==> src/design/rau_pkg.sv <==
// Package: shared constants, and op and status codes
`timescale 1ns / 1ps
package rau_pkg;
   localparam int DefWidth = 16;
   localparam int OpWidth  = 3;

   typedef enum logic [2:0] {
      OP_ADD  = 3'd0,
      OP_SUB  = 3'd1,
      OP_MUL  = 3'd2,
      OP_DIV  = 3'd3,
      OP_NEG  = 3'd4,
      OP_NORM = 3'd5,
      OP_CMP  = 3'd6,
      OP_NONE = 3'd7
   } op_type;

   typedef enum logic [1:0] {
      ST_OK     = 2'd0,
      ST_BADDEN = 2'd1,
      ST_DIVZ   = 2'd2,
      ST_OVF    = 2'd3
   } status_type;
endpackage

==> src/design/rau_front.sv <==
// Front: accepts items, classifies, checks denominators, forms the exact cross products
`timescale 1ns / 1ps
module rau_front #(
   parameter int WIDTH = rau_pkg::DefWidth
) (
   input  logic                 clock,
   input  logic                 reset,
   input  logic                 req_valid,
   output logic                 req_ready,
   input  logic [2:0]           req_op,
   input  logic [WIDTH-1:0]     req_a_num,
   input  logic [WIDTH-1:0]     req_a_den,
   input  logic [WIDTH-1:0]     req_b_num,
   input  logic [WIDTH-1:0]     req_b_den,
   output logic                 q_valid,
   input  logic                 q_ready,
   output logic [2:0]           q_op,
   output logic [1:0]           q_status,
   output logic                 q_neg,
   output logic [2*WIDTH:0]     q_num,
   output logic [2*WIDTH-1:0]   q_den
);
   import rau_pkg::*;

   localparam int PW = 2 * WIDTH;

   logic              st_valid_ff, st_valid_in;
   logic [2:0]        st_op_ff, st_op_in;
   logic [1:0]        st_status_ff, st_status_in;
   logic              an_s_ff, ad_s_ff, bn_s_ff, bd_s_ff;
   logic [WIDTH-1:0]  an_ff, ad_ff, bn_ff, bd_ff;
   logic              an_s_in, ad_s_in, bn_s_in, bd_s_in;
   logic [WIDTH-1:0]  an_in, ad_in, bn_in, bd_in;
   logic              q_valid_ff, q_valid_in;
   logic [2:0]        q_op_ff, q_op_in;
   logic [1:0]        q_status_ff, q_status_in;
   logic              q_neg_ff, q_neg_in;
   logic [PW:0]       q_num_ff, q_num_in;
   logic [PW-1:0]     q_den_ff, q_den_in;
   logic              st_adv, q_take;
   logic [PW-1:0]     p1, p2, pd, pbn;
   logic              s1, s2, sa, sb;

   function automatic logic [WIDTH-1:0] mag(input logic [WIDTH-1:0] v);
      return v[WIDTH-1] ? (~v + 1'b1) : v;
   endfunction

   assign q_take    = !q_valid_ff || q_ready;
   assign st_adv    = st_valid_ff && q_take;
   assign req_ready = !st_valid_ff || st_adv;

   always_comb begin
      st_valid_in  = st_valid_ff;
      st_op_in     = st_op_ff;
      st_status_in = st_status_ff;
      {an_s_in, ad_s_in, bn_s_in, bd_s_in} = {an_s_ff, ad_s_ff, bn_s_ff, bd_s_ff};
      {an_in, ad_in, bn_in, bd_in} = {an_ff, ad_ff, bn_ff, bd_ff};
      if (st_adv) begin
         st_valid_in = 1'b0;
      end
      if (req_valid && req_ready) begin
         st_valid_in = 1'b1;
         st_op_in    = req_op;
         an_s_in = req_a_num[WIDTH-1];
         ad_s_in = req_a_den[WIDTH-1];
         bn_s_in = req_b_num[WIDTH-1];
         bd_s_in = req_b_den[WIDTH-1];
         an_in = mag(req_a_num);
         ad_in = mag(req_a_den);
         bn_in = mag(req_b_num);
         bd_in = mag(req_b_den);
         if (op_type'(req_op) == OP_NONE) begin
            st_status_in = ST_OK;
         end else if (req_a_den == '0 || (op_type'(req_op) != OP_NEG
               && op_type'(req_op) != OP_NORM && req_b_den == '0)) begin
            st_status_in = ST_BADDEN;
         end else if (op_type'(req_op) == OP_DIV && req_b_num == '0) begin
            st_status_in = ST_DIVZ;
         end else begin
            st_status_in = ST_OK;
         end
      end
   end

   // magnitudes are WIDTH bits wide so that -2^(WIDTH-1) keeps its full magnitude
   assign sa  = an_s_ff ^ ad_s_ff;
   assign sb  = bn_s_ff ^ bd_s_ff;
   assign p1  = PW'(an_ff) * PW'(bd_ff);
   assign p2  = PW'(bn_ff) * PW'(ad_ff);
   assign pd  = PW'(ad_ff) * PW'(bd_ff);
   assign pbn = PW'(an_ff) * PW'(bn_ff);
   assign s1  = sa;
   assign s2  = (op_type'(st_op_ff) == OP_ADD) ? sb : !sb;

   always_comb begin
      q_valid_in  = q_valid_ff;
      q_op_in     = q_op_ff;
      q_status_in = q_status_ff;
      q_neg_in    = q_neg_ff;
      q_num_in    = q_num_ff;
      q_den_in    = q_den_ff;
      if (q_valid_ff && q_ready) begin
         q_valid_in = 1'b0;
      end
      if (st_adv) begin
         q_valid_in  = 1'b1;
         q_op_in     = st_op_ff;
         q_status_in = st_status_ff;
         q_den_in    = pd;
         q_neg_in    = 1'b0;
         q_num_in    = '0;
         unique case (op_type'(st_op_ff))
            OP_ADD, OP_SUB, OP_CMP: begin
               if (s1 == s2) begin
                  q_neg_in = s1;
                  q_num_in = {1'b0, p1} + {1'b0, p2};
               end else if (p1 >= p2) begin
                  q_neg_in = s1;
                  q_num_in = {1'b0, p1 - p2};
               end else begin
                  q_neg_in = s2;
                  q_num_in = {1'b0, p2 - p1};
               end
            end
            OP_MUL: begin
               q_neg_in = sa ^ sb;
               q_num_in = {1'b0, pbn};
            end
            OP_DIV: begin
               q_neg_in = sa ^ sb;
               q_num_in = {1'b0, p1};
               q_den_in = p2;
            end
            OP_NEG, OP_NORM: begin
               q_neg_in = (op_type'(st_op_ff) == OP_NEG) ? !sa : sa;
               q_num_in = (PW + 1)'(an_ff);
               q_den_in = PW'(ad_ff);
            end
            default: begin
               q_num_in = '0;
            end
         endcase
      end
   end

   always_ff @(posedge clock) begin
      if (reset) begin
         st_valid_ff <= 1'b0;
         q_valid_ff  <= 1'b0;
      end else begin
         st_valid_ff <= st_valid_in;
         q_valid_ff  <= q_valid_in;
      end
      st_op_ff     <= st_op_in;
      st_status_ff <= st_status_in;
      {an_s_ff, ad_s_ff, bn_s_ff, bd_s_ff} <= {an_s_in, ad_s_in, bn_s_in, bd_s_in};
      {an_ff, ad_ff, bn_ff, bd_ff} <= {an_in, ad_in, bn_in, bd_in};
      q_op_ff     <= q_op_in;
      q_status_ff <= q_status_in;
      q_neg_ff    <= q_neg_in;
      q_num_ff    <= q_num_in;
      q_den_ff    <= q_den_in;
   end

   assign q_valid  = q_valid_ff;
   assign q_op     = q_op_ff;
   assign q_status = q_status_ff;
   assign q_neg    = q_neg_ff;
   assign q_num    = q_num_ff;
   assign q_den    = q_den_ff;

`ifndef NO_ASSERTIONS
   a_q_hold: assert property (@(posedge clock) disable iff (reset)
      q_valid && !q_ready |=> q_valid && $stable(q_num) && $stable(q_den))
      else $error("queued item changed while stalled");
   a_den_nz: assert property (@(posedge clock) disable iff (reset)
      q_valid && q_status == ST_OK && q_op != OP_NONE |-> q_den != '0)
      else $error("zero denominator passed the check");
   a_ready: assert property (@(posedge clock) disable iff (reset)
      !st_valid_ff |-> req_ready)
      else $error("empty stage not ready");
`endif
endmodule

==> config.mk <==
export PLATFORM = sky130hd
export DESIGN_NAME = rau_front
export DESIGN_NICKNAME = d
export VERILOG_FILES = /design/src/design/rau_pkg.sv /design/src/design/rau_front.sv
export SDC_FILE = /design/constraint.sdc
export NUM_CORES = 2
export LEC_CHECK = 0
export ABC_AREA = 1
export BUFFER_PORTS_ARGS = -buffer_cell sky130_fd_sc_hd__buf_2
export CORE_MARGIN = 4
export CORE_UTILIZATION = 50
export CTS_CLUSTER_DIAMETER = 80
export DETAILED_ROUTE_END_ITERATION = 8
export GPL_TIMING_DRIVEN = 1
export PLACE_DENSITY_LB_ADDON = 0.08
export SLEW_MARGIN = 20
export SYNTH_ARGS = -nofsm -noshare
export SYNTH_HDL_FRONTEND = slang
export SYNTH_SLANG_ARGS = --single-unit
export TNS_END_PERCENT = 50
==> constraint.sdc <==
create_clock -name clock -period 10.3 [get_ports clock]
set_input_delay 0.515 -clock clock [delete_from_list [all_inputs] [get_ports clock]]
set_output_delay 0.515 -clock clock [all_outputs]
set_load 0.02 [all_outputs]
==> impl_metrics.json <==
{
  "ios": 144,
  "place_ws_ns": 1.02,
  "worstReg2RegEnd": "q_num[14]",
  "crit_required_ns": 10.58,
  "cts-htree-levels": 4,
  "synth_fa_ha_area_share_pct": 45.1,
  "postSynth.asyncResetShare_pct": 0,
  "syn_area_per_cell_um2": 7.28,
  "hold_path.class": "primary input to flip-flop",
  "grt_pass1_vias": 43900,
  "r2r-start": "ad_ff[3]",
  "maxCapViolCount": 0,
  "whs_endpoint": "st_valid_ff",
  "totalWireLength_um": 187000,
  "slew_viol_final": 0,
  "startpoint_type": "flip-flop",
  "crit_path_top_delay_cell": "edfxtp_1",
  "tns_ns": 0,
  "viasPerCell": 5.45,
  "crit_type": "flip-flop to flip-flop",
  "yosysTopAreaCell": "fa_1",
  "dp_cells": 7974,
  "areaGrowthSynthToFinish_pct": 5.52,
  "synth.area.top_cells": "fa_1 32%, nand2_1 14%, ha_1 13%",
  "root_buffer": "clkbuf_16",
  "wl_per_cell_um": 23.3,
  "rows": 114,
  "post_route_cells_drive_above_1_share_pct": 5.74,
  "setup_slack_ns": 0.844,
  "ctsLongestPathBuffers": 2,
  "yosysWarnings": 0,
  "ys_ff_latch": 146,
  "cts_tree": "built",
  "status": "complete, no violations",
  "synthCells": 6722,
  "finalHoldViolations": 0,
  "rr_worst_depth": 34,
  "dr_total_vias": 43700,
  "syn-cell-area_um2": 48900,
  "core_area_um2": 96900,
  "final_area_um2": 51600,
  "synth_cell_types": 57,
  "first_pass_iters": 7,
  "grt_antenna_before_repair": 12,
  "max_freq_mhz": 106,
  "final_cells": 8012,
  "port_buffers": 143,
  "cts.sinks": 146,
  "post_cts_resize_count": 0,
  "yosys.area.top_type_share_pct": 31.9,
  "post-route-period-util_pct": 91.8,
  "drt_iter0_drc": 4750,
  "nets": 8085,
  "finClkSkew_ns": 0.0328,
  "setup_viol_count_final": 0,
  "synth-edff-count": 144,
  "grt.overflow.total": 0,
  "period_needed_ns": 9.46,
  "initial_core_util_pct": 50.5,
  "synthMuxAreaShare_pct": 0,
  "grt_start_max_net_pins": 44,
  "synthSimpleGateAreaFrac_pct": 21.3,
  "hpwl_um": 156000,
  "die_w_um": 321,
  "cts_setup_buffers": 0,
  "slew_headroom_pct": 23.8,
  "min_path_cells": 2,
  "dieArea_um2": 103000,
  "arrival_ns": 9.74,
  "grtUsageTotal_pct": 36.8,
  "grt_setup_unrepaired": "false",
  "crit_path_max_incr_delay_ns": 0.86,
  "gp_congestion": 1.06,
  "tightest_slew_ns": 1.14,
  "syn_nets": 8090,
  "end_kind": "flip-flop",
  "path_clk_slew_ns": 0.10,
  "synth-main-ff-cell": "edfxtp_1",
  "drc": 0,
  "hold_buffers": 0,
  "antenna_left": 0,
  "synth-xor-area-share_pct": 2.38,
  "fp.dieH_um": 321,
  "grt_first_pass_wirelength_um": 280000,
  "synth_top_family_by_area": "adder cells",
  "critPathMaxFanout": 19,
  "hold_path_startpoint": "reset",
  "synth-compound-area-share_pct": 6.68,
  "cts_buffers": 17,
  "place_area_um2": 51000,
  "reg2reg_slack_ns": 0.84,
  "seq_area_frac_synth_pct": 8.92,
  "insertion_delay_ns": 0.54
}
[per-stage QoR]
| stage | util, % | hold WS, ns |
|---|---|---|
| after floorplan | - | 0.400 |
| after global placement | 52.6 | 0.419 |
| after detailed placement | 52.6 | 0.415 |
| after CTS | 53.3 | 0.117 |
| after global routing | 53.3 | 0.146 |
| final | 53.3 | 0.146 |
[layer usage]
metal	vias up	global-route usage [%]	wire length [µm]
met1	21300	53.2	81400
met2	2145	53.6	76900
li1	19900	-	-
met3	283	8.59	19700
met4	0	14.6	8680
met5	-	0	0
[layout by cell type (no fill, tap or decap), types with 8 or more instances in the layout]
master        n
a21boi_0      8
a21o_1       25
a21oi_1     259
a31oi_1       8
buf_2       143
buf_4       109
clkbuf_16    17
edfxtp_1    144
fa_1        779
ha_1        518
inv_1      1695
inv_2        18
nand2_1    1885
nand3_1     198
nand3b_1     11
nand4_1      48
nor2_1      290
nor2_2       11
nor2_4        8
nor3_1       66
nor4_1        9
o211ai_1     25
o21ai_0     178
o21ai_1      14
o21bai_1     28
or2_2        27
xnor2_1      35
xor2_1       84
[state kept, by name, indices dropped and copies added (netlist names)]
signal / cells
q_num: 33
bd_s_ff: 1
q_op: 3
st_op_ff: 3
q_den: 32
ad_ff: 16
q_status: 2
an_ff: 16
q_valid: 1
st_valid_ff: 1
bd_ff: 16
st_status_ff: 2
bn_ff: 16
an_s_ff: 1
q_neg: 1
ad_s_ff: 1
bn_s_ff: 1
[synth_stat cells, types with 25 or more instances]
library cell / number
inv_1: 1697
nand4_1: 48
edfxtp_1: 144
fa_1: 779
or2_2: 27
a21o_1: 25
a21oi_1: 260
nand3_1: 198
o21bai_1: 28
xnor2_1: 37
xor2_1: 84
ha_1: 518
o211ai_1: 25
clkbuf_1: 243
nand2_1: 1885
o21ai_0: 178
nor3_1: 66
nor2_1: 293
[final cells by class]
cell class | instances | area (µm²)
antenna | 6 | 15.0
clock buffer | 17 | 425
clock inverter | 15 | 190
fill | 9732 | 45200
inverter | 1718 | 6450
multi-input combinational | 4579 | 37000
sequential | 146 | 4360
tap | 1276 | 1600
timing repair buffer | 255 | 1600
[critical path: cells and delay by family (launching register included)]
kind / cells / cell delay [ns]
adder cells (fa/ha/maj): 8 / 3.93
XOR/XNOR: 1 / 0.71
AND/OR/NAND/NOR: 8 / 0.73
AO/OA/AOI/OAI: 9 / 1.66
buffers and inverters: 8 / 1.26
flip-flops: 1 / 0.86
[how the worst max path moves through the flow]
stage / to / slack (ns) / start / cells past startpoint
after CTS: q_num[14] / 1.0 / ad_ff[3] / 34
after global routing: q_num[8] / 0.43 / ad_ff[3] / 34
after global placement: q_num[14] / 1.04 / ad_ff[3] / 34
final: q_num[14] / 0.84 / ad_ff[3] / 34
after floorplan: q_num[8] / 2.97 / ad_ff[7] / 38
after detailed placement: q_num[14] / 1.02 / ad_ff[3] / 34
[cell families (layout without fill, tap and decap cells)]
logic type,Yosys count,count (layout)
compound gates,582,582
xor+xnor,126,126
fa+ha+maj,1297,1297
buf+inv,1997,2005
flops,146,146
other cells,0,6
simple gates,2574,2574
Power is not shown: default switching activity piles up to over one toggle a cycle in this logic, so the estimate is an artifact.
