===== config.mk =====
export PLATFORM = sky130hd
export DESIGN_NAME = rau_back
export DESIGN_NICKNAME = d
export VERILOG_FILES = /design/src/design/rau_pkg.sv /design/src/design/rau_back.sv
export SDC_FILE = /design/constraint.sdc
export NUM_CORES = 1
export LEC_CHECK = 0
export BUFFER_PORTS_ARGS = -buffer_cell sky130_fd_sc_hd__buf_2
export CAP_MARGIN = 20
export CORE_MARGIN = 8
export CORE_UTILIZATION = 43
export CTS_CLUSTER_DIAMETER = 30
export DETAILED_ROUTE_END_ITERATION = 7
export GPL_TIMING_DRIVEN = 1
export PLACE_DENSITY = 0.7
export SYNTH_ARGS = -nofsm -noshare
export SYNTH_HDL_FRONTEND = slang
export SYNTH_SLANG_ARGS = --single-unit

===== constraint.sdc =====
create_clock -name clock -period 5.4 [get_ports clock]
set_input_delay 0.27 -clock clock [delete_from_list [all_inputs] [get_ports clock]]
set_output_delay 0.27 -clock clock [all_outputs]
set_load 0.01 [all_outputs]

===== src/design/rau_pkg.sv =====
// Package: shared constants, and op and status codes
`timescale 1ns / 1ps
package rau_pkg;
   localparam int DefWidth = 16;
   localparam int OpWidth  = 3;

   typedef enum logic [2:0] {
      OP_ADD  = 3'd0,
      OP_SUB  = 3'd1,
      OP_MUL  = 3'd2,
      OP_DIV  = 3'd3,
      OP_NEG  = 3'd4,
      OP_NORM = 3'd5,
      OP_CMP  = 3'd6,
      OP_NONE = 3'd7
   } op_type;

   typedef enum logic [1:0] {
      ST_OK     = 2'd0,
      ST_BADDEN = 2'd1,
      ST_DIVZ   = 2'd2,
      ST_OVF    = 2'd3
   } status_type;
endpackage


===== src/design/rau_back.sv =====
// Back: binary gcd reduction, range check and result formatting
`timescale 1ns / 1ps
module rau_back #(
   parameter int WIDTH = rau_pkg::DefWidth
) (
   input  logic                 clock,
   input  logic                 reset,
   input  logic                 q_valid,
   output logic                 q_ready,
   input  logic [2:0]           q_op,
   input  logic [1:0]           q_status,
   input  logic                 q_neg,
   input  logic [2*WIDTH:0]     q_num,
   input  logic [2*WIDTH-1:0]   q_den,
   output logic                 rsp_valid,
   input  logic                 rsp_ready,
   output logic [WIDTH-1:0]     rsp_res_num,
   output logic [WIDTH-2:0]     rsp_res_den,
   output logic                 rsp_less,
   output logic                 rsp_equal,
   output logic                 rsp_greater,
   output logic [1:0]           rsp_status
);
   import rau_pkg::*;

   localparam int PW = 2 * WIDTH + 1;
   localparam int SW = $clog2(PW + 1);

   typedef enum logic [3:0] {
      S_IDLE  = 4'b0001,
      S_GCD   = 4'b0010,
      S_SHIFT = 4'b0100,
      S_DONE  = 4'b1000
   } state_type;

   state_type         state_ff, state_in;
   logic [PW-1:0]     n_ff, n_in, d_ff, d_in, x_ff, x_in, y_ff, y_in;
   logic [PW-1:0]     dif_d_ff, dif_d_in;
   logic [SW-1:0]     k_ff, k_in;
   logic              neg_ff, neg_in;
   logic [2:0]        op_ff, op_in;
   logic [1:0]        st_ff, st_in;
   logic              o_valid_ff, o_valid_in;
   logic [WIDTH-1:0]  o_num_ff, o_num_in;
   logic [WIDTH-2:0]  o_den_ff, o_den_in;
   logic [2:0]        o_flags_ff, o_flags_in;
   logic [1:0]        o_st_ff, o_st_in;
   logic [PW-1:0]     g, qn, qd, half;
   logic [PW-1:0]     dif;
   logic              busy_done;

   // common powers of two are shifted out during the search; the odd part of the gcd ends in y
   assign half = PW'(1) << (WIDTH - 1);
   assign g    = y_ff;
   assign dif  = (x_ff > y_ff) ? x_ff - y_ff : y_ff - x_ff;

   assign q_ready   = (state_ff == S_IDLE);
   assign busy_done = !o_valid_ff || rsp_ready;

   always_comb begin
      state_in   = state_ff;
      n_in = n_ff; d_in = d_ff; x_in = x_ff; y_in = y_ff; k_in = k_ff;
      dif_d_in = dif_d_ff;
      neg_in = neg_ff; op_in = op_ff; st_in = st_ff;
      o_valid_in = o_valid_ff; o_num_in = o_num_ff; o_den_in = o_den_ff;
      o_flags_in = o_flags_ff; o_st_in = o_st_ff;
      qn = '0;
      qd = '0;
      if (o_valid_ff && rsp_ready) begin
         o_valid_in = 1'b0;
      end
      unique case (state_ff)
         S_IDLE: begin
            if (q_valid) begin
               n_in   = q_num;
               d_in   = PW'(q_den);
               x_in   = q_num;
               y_in   = PW'(q_den);
               k_in   = '0;
               neg_in = q_neg;
               op_in  = q_op;
               st_in  = q_status;
               if (q_status != ST_OK || op_type'(q_op) == OP_NONE
                     || op_type'(q_op) == OP_CMP || q_num == '0) begin
                  state_in = S_DONE;
               end else begin
                  state_in = S_GCD;
               end
            end
         end
         S_GCD: begin
            // binary gcd, one step a cycle
            if (x_ff[0] == 1'b0 && y_ff[0] == 1'b0) begin
               x_in = x_ff >> 1;
               y_in = y_ff >> 1;
               n_in = n_ff >> 1;
               d_in = d_ff >> 1;
            end else if (x_ff[0] == 1'b0) begin
               x_in = x_ff >> 1;
            end else if (y_ff[0] == 1'b0) begin
               y_in = y_ff >> 1;
            end else if (x_ff == y_ff) begin
               state_in = (y_ff == PW'(1)) ? S_DONE : S_SHIFT;
               x_in = '0;
               y_in = y_ff;
               k_in = '0;
               dif_d_in = '0;
            end else begin
               x_in = (x_ff > y_ff) ? dif >> 1 : x_ff;
               y_in = (x_ff > y_ff) ? y_ff : dif >> 1;
            end
         end
         S_SHIFT: begin
            // odd divisor g: restoring division of n and d, one quotient bit a cycle
            qn = {n_ff[PW-2:0], 1'b0};
            qd = {d_ff[PW-2:0], 1'b0};
            if ({x_ff[PW-2:0], n_ff[PW-1]} >= g) begin
               x_in = {x_ff[PW-2:0], n_ff[PW-1]} - g;
               qn[0] = 1'b1;
            end else begin
               x_in = {x_ff[PW-2:0], n_ff[PW-1]};
            end
            n_in = qn;
            // denominator remainder kept in a dedicated register slice
            d_in = qd;
            if ({dif_d_ff[PW-2:0], d_ff[PW-1]} >= g) begin
               dif_d_in = {dif_d_ff[PW-2:0], d_ff[PW-1]} - g;
               d_in[0] = 1'b1;
            end else begin
               dif_d_in = {dif_d_ff[PW-2:0], d_ff[PW-1]};
            end
            k_in = k_ff + 1'b1;
            if (k_ff == SW'(PW - 1)) begin
               state_in = S_DONE;
            end
         end
         S_DONE: begin
            if (busy_done) begin
               o_valid_in = 1'b1;
               o_num_in   = '0;
               o_den_in   = (WIDTH-1)'(1);
               o_flags_in = '0;
               o_st_in    = st_ff;
               if (st_ff == ST_OK && op_type'(op_ff) == OP_CMP) begin
                  if (n_ff == '0) begin
                     o_flags_in = 3'b010;
                  end else if (neg_ff) begin
                     o_flags_in = 3'b100;
                  end else begin
                     o_flags_in = 3'b001;
                  end
               end else if (st_ff == ST_OK && op_type'(op_ff) != OP_NONE
                     && n_ff != '0) begin
                  if (d_ff > half - 1'b1 || (neg_ff ? n_ff > half : n_ff > half - 1'b1)) begin
                     o_st_in = ST_OVF;
                  end else begin
                     o_num_in = neg_ff ? WIDTH'(~n_ff + 1'b1) : WIDTH'(n_ff);
                     o_den_in = (WIDTH-1)'(d_ff);
                  end
               end
               state_in = S_IDLE;
            end
         end
         default: begin
            state_in = S_IDLE;
         end
      endcase
   end

   always_ff @(posedge clock) begin
      if (reset) begin
         state_ff   <= S_IDLE;
         o_valid_ff <= 1'b0;
      end else begin
         state_ff   <= state_in;
         o_valid_ff <= o_valid_in;
      end
      n_ff <= n_in; d_ff <= d_in; x_ff <= x_in; y_ff <= y_in; k_ff <= k_in;
      dif_d_ff <= dif_d_in;
      neg_ff <= neg_in; op_ff <= op_in; st_ff <= st_in;
      o_num_ff <= o_num_in; o_den_ff <= o_den_in;
      o_flags_ff <= o_flags_in; o_st_ff <= o_st_in;
   end

   assign rsp_valid   = o_valid_ff;
   assign rsp_res_num = o_num_ff;
   assign rsp_res_den = o_den_ff;
   assign rsp_less    = o_flags_ff[2];
   assign rsp_equal   = o_flags_ff[1];
   assign rsp_greater = o_flags_ff[0];
   assign rsp_status  = o_st_ff;

`ifndef NO_ASSERTIONS
   a_onehot_flags: assert property (@(posedge clock) disable iff (reset)
      rsp_valid |-> $onehot0({rsp_less, rsp_equal, rsp_greater}))
      else $error("more than one compare flag");
   a_den_pos: assert property (@(posedge clock) disable iff (reset)
      rsp_valid |-> rsp_res_den != '0)
      else $error("zero result denominator");
   a_err_zero: assert property (@(posedge clock) disable iff (reset)
      rsp_valid && rsp_status != ST_OK |-> rsp_res_num == '0)
      else $error("error result not cleared");
`endif
endmodule


==> reports/results.ini <==
[timing]
slew_viol_final=0
period_minus_slack_ns=4.57
rsz0062_at_grt=false
hold_violations=0
fmax_mhz=219
setup-tns-final_ns=0
min_period_over_period_pct=84.7
setup_viol=0
worstMarginPinSlew_ns=1.05
skew_ns=0.0238
relSlewSlack_pct=29.5

[status]
outcome=completed

[setup_path]
cpPeakStageDelay_ns=0.75
cp-start-kind=flop
cp_slowest_cell=a211o_1
cp.required_ns=5.72
critPathKind=flop to flop
crit_arrival_ns=4.90
path_cells=inv_1 > ha_1 > a211oi_2 > o21bai_1 > or4b_4 > a21oi_4 > a2111oi_2 > o2111ai_1 > a211o_1 > o211ai_1 > a221o_1
crit_path_end_kind=flop
critPathMaxFanout=22

[detailed_routing]
drt_iter0_drc=1949
wl_um=61500
avgViaCountPerCell=6.13
first_pass_iters=6
wl_per_cell_um=22.5
remaining_drc_errors=0
vias=16800
antenna_left=0

[floorplanning]
die_x_um=220
dieArea_um2=48600
rows=75
start_util_pct=43.2
core_region_area_um2=41600
chipHeight_um=220
num_io_pins=113

[synthesis]
yosysSeqAreaShare_pct=35.8
netlist_instances=2035
postSynthAreaPerCell_um2=8.83
ys_seq_elements=216
synth-async-reset-ratio_pct=0
yosysTopAreaCell=edfxtp_1
synthFlopType=edfxtp_1
yosys-top-cells-area=edfxtp_1 (35%), ha_1 (9.3%), nand2_1 (5.0%), a21oi_1 (4.3%), nor2_1 (3.5%)
syn_nets=2248
synth_edf_count=211
yosys_warnings=0
synth_top_area_share_pct=35.3
synth_cell_types=78
synth_area_um2=18000

[clock_tree]
htreeDepth=2
clk_pin_slew_ns=0.05
cts_setup_buffers=0
numCtsBuffers=56
insertion_delay_ns=0.59
cts_root_buffer=clkbuf_16
clock-sinks=216
clock_path_buffers=3
cts_tree=yes

[grt]
first_global_vias=16000
grt_overflow=0
grt_max_degree=53
grt_pass1_wl_um=92500
grt_usage_pct=24.6
antenna_found_initial=3

[place]
gp_routability_congestion=0.982
detailed_place.area_um2=19000
post-dp-hpwl_um=47100
placement.io_buffers=112

[layout]
syn_to_final_growth_pct=18.0
final_nets=2364
final_area_um2=21200
drive_gt1_share_pct=11.3

[run]
cap_violations=0

[power]
powerDensity_nw_per_um2=407
ir_worst_vdd_mv=0.280
p_leak_nw=8.92

[worst_hold_path]
hold_class=input port to flop

-- through the flow --
stage          power [mW]  hold slack [ns]  cells  worst slack [ns]  utilization (%)
6_report             8.63           0.0100   2735             0.825             51.0
5_1_grt              9.01           0.0226   2734             0.775             51.0
2_1_floorplan        4.42            0.339   2035             0.751                -
3_5_place_dp         5.24            0.464   2598              1.02             45.7
3_3_place_gp         5.22            0.452   2598             0.956             45.7
4_1_cts              8.60          0.00317   2733             0.986             51.0
-- synthesized netlist by cell type, types with 26 or more instances --
master	number
nand2_1	238
edfxtp_1	211
o21ai_0	91
inv_1	110
and2_1	30
a21o_1	66
nor4_1	29
a22oi_1	64
a21oi_1	153
ha_1	134
clkbuf_1	79
nand3_1	48
nand2b_1	26
xor2_1	55
nor3_1	37
xnor2_1	70
mux2i_1	45
nand4_1	28
nor2_1	167
-- worst max-delay path: cells and delay by family (launching register included) --
kind | cells | cell delay [ns]
adder cells (fa/ha/maj) | 1 | 0.45
flip-flops | 1 | 0.50
buffers and inverters | 1 | 0.08
AO/OA/AOI/OAI | 8 | 2.67
AND/OR/NAND/NOR | 1 | 0.59
-- report_power, final --
part	leakage (nW)	internal, mW	total (mW)	switching, mW
sequential	2.08	2.12	2.39	0.272
combinational	5.94	1.12	2.93	1.81
clock	0.901	2.28	3.31	1.03
-- state kept, by name (all words and copies together), names as in the netlist, 3 cells and up --
name,cells
rsp_res_den,15
x_ff,33
state_ff,4
d_ff,33
k_ff,6
rsp_res_num,16
n_ff,33
g,32
dif_d_ff,32
o_flags_ff,3
op_ff,3
-- what timing repair did --
action                                 CTS  global route
endpoints found under the hold margin   40             0
hold buffers                            33             0
gates resized for setup                  0             0
-- final timing paths --
| check | start | end | slack (ns) | cells after the start |
|---|---|---|---|---|
| setup reg to reg | x_ff[6] | x_ff[28] | 0.83 | 11 |
| hold reg to reg | rsp_valid | rsp_valid | 0.55 | 2 |
| setup / recovery | x_ff[6] | x_ff[28] | 0.83 | 11 |
| hold / removal | q_den[14] | d_ff[14] | 0.01 | 3 |
-- layout by cell type (no fill, tap or decap), types with 13 or more instances in the layout --
| cell | n |
|---|---|
| o211ai_1 | 16 |
| a31oi_1 | 22 |
| ha_1 | 134 |
| a22oi_1 | 64 |
| o21ai_0 | 91 |
| nand4_1 | 28 |
| o21bai_1 | 14 |
| buf_4 | 21 |
| nor3_1 | 37 |
| nor4_1 | 29 |
| a21boi_0 | 25 |
| mux2i_1 | 45 |
| nor2_1 | 164 |
| a221oi_1 | 14 |
| and3_1 | 21 |
| inv_1 | 110 |
| nand3_1 | 48 |
| a21oi_1 | 152 |
| o221ai_1 | 23 |
| edfxtp_1 | 211 |
| buf_2 | 113 |
| xnor2_1 | 70 |
| o31ai_1 | 14 |
| nand2b_1 | 26 |
| a211oi_1 | 15 |
| clkinv_1 | 13 |
| dlygate4sd3_1 | 33 |
| nand2_1 | 238 |
| xor2_1 | 55 |
| clkbuf_16 | 57 |
| and2_1 | 30 |
| a21o_1 | 66 |
-- layer usage --
layer  track usage (%)  part of all wire [%]  vias to the layer above
met5                 0                 0.021                        -
met4              9.13                   3.5                        2
met3              6.25                   9.1                      121
met2              40.2                    46                      783
met1              31.0                    41                     8071
li1                  -                     -                     7796
-- cell families after synthesis --
family          after synthesis  synth area share, %
buf+inv                     221                 4.89
xor+xnor                    125                 6.09
fa+ha+maj                   138                 9.78
simple gates                687                 18.3
compound gates              602                 22.6
flops                       216                 35.8
mux                          46                 2.57
-- final cells by class --
cell class	instances	area, µm²
flip-flops and latches	216	6440
clock buffers	63	1450
clock inverters	39	423
fillers	3834	20400
inverters	110	413
diodes	1	2.50
well taps	539	674
multi-input cells	1598	10700
repair buffers	169	1090
(Power assumes the default switching activity.)
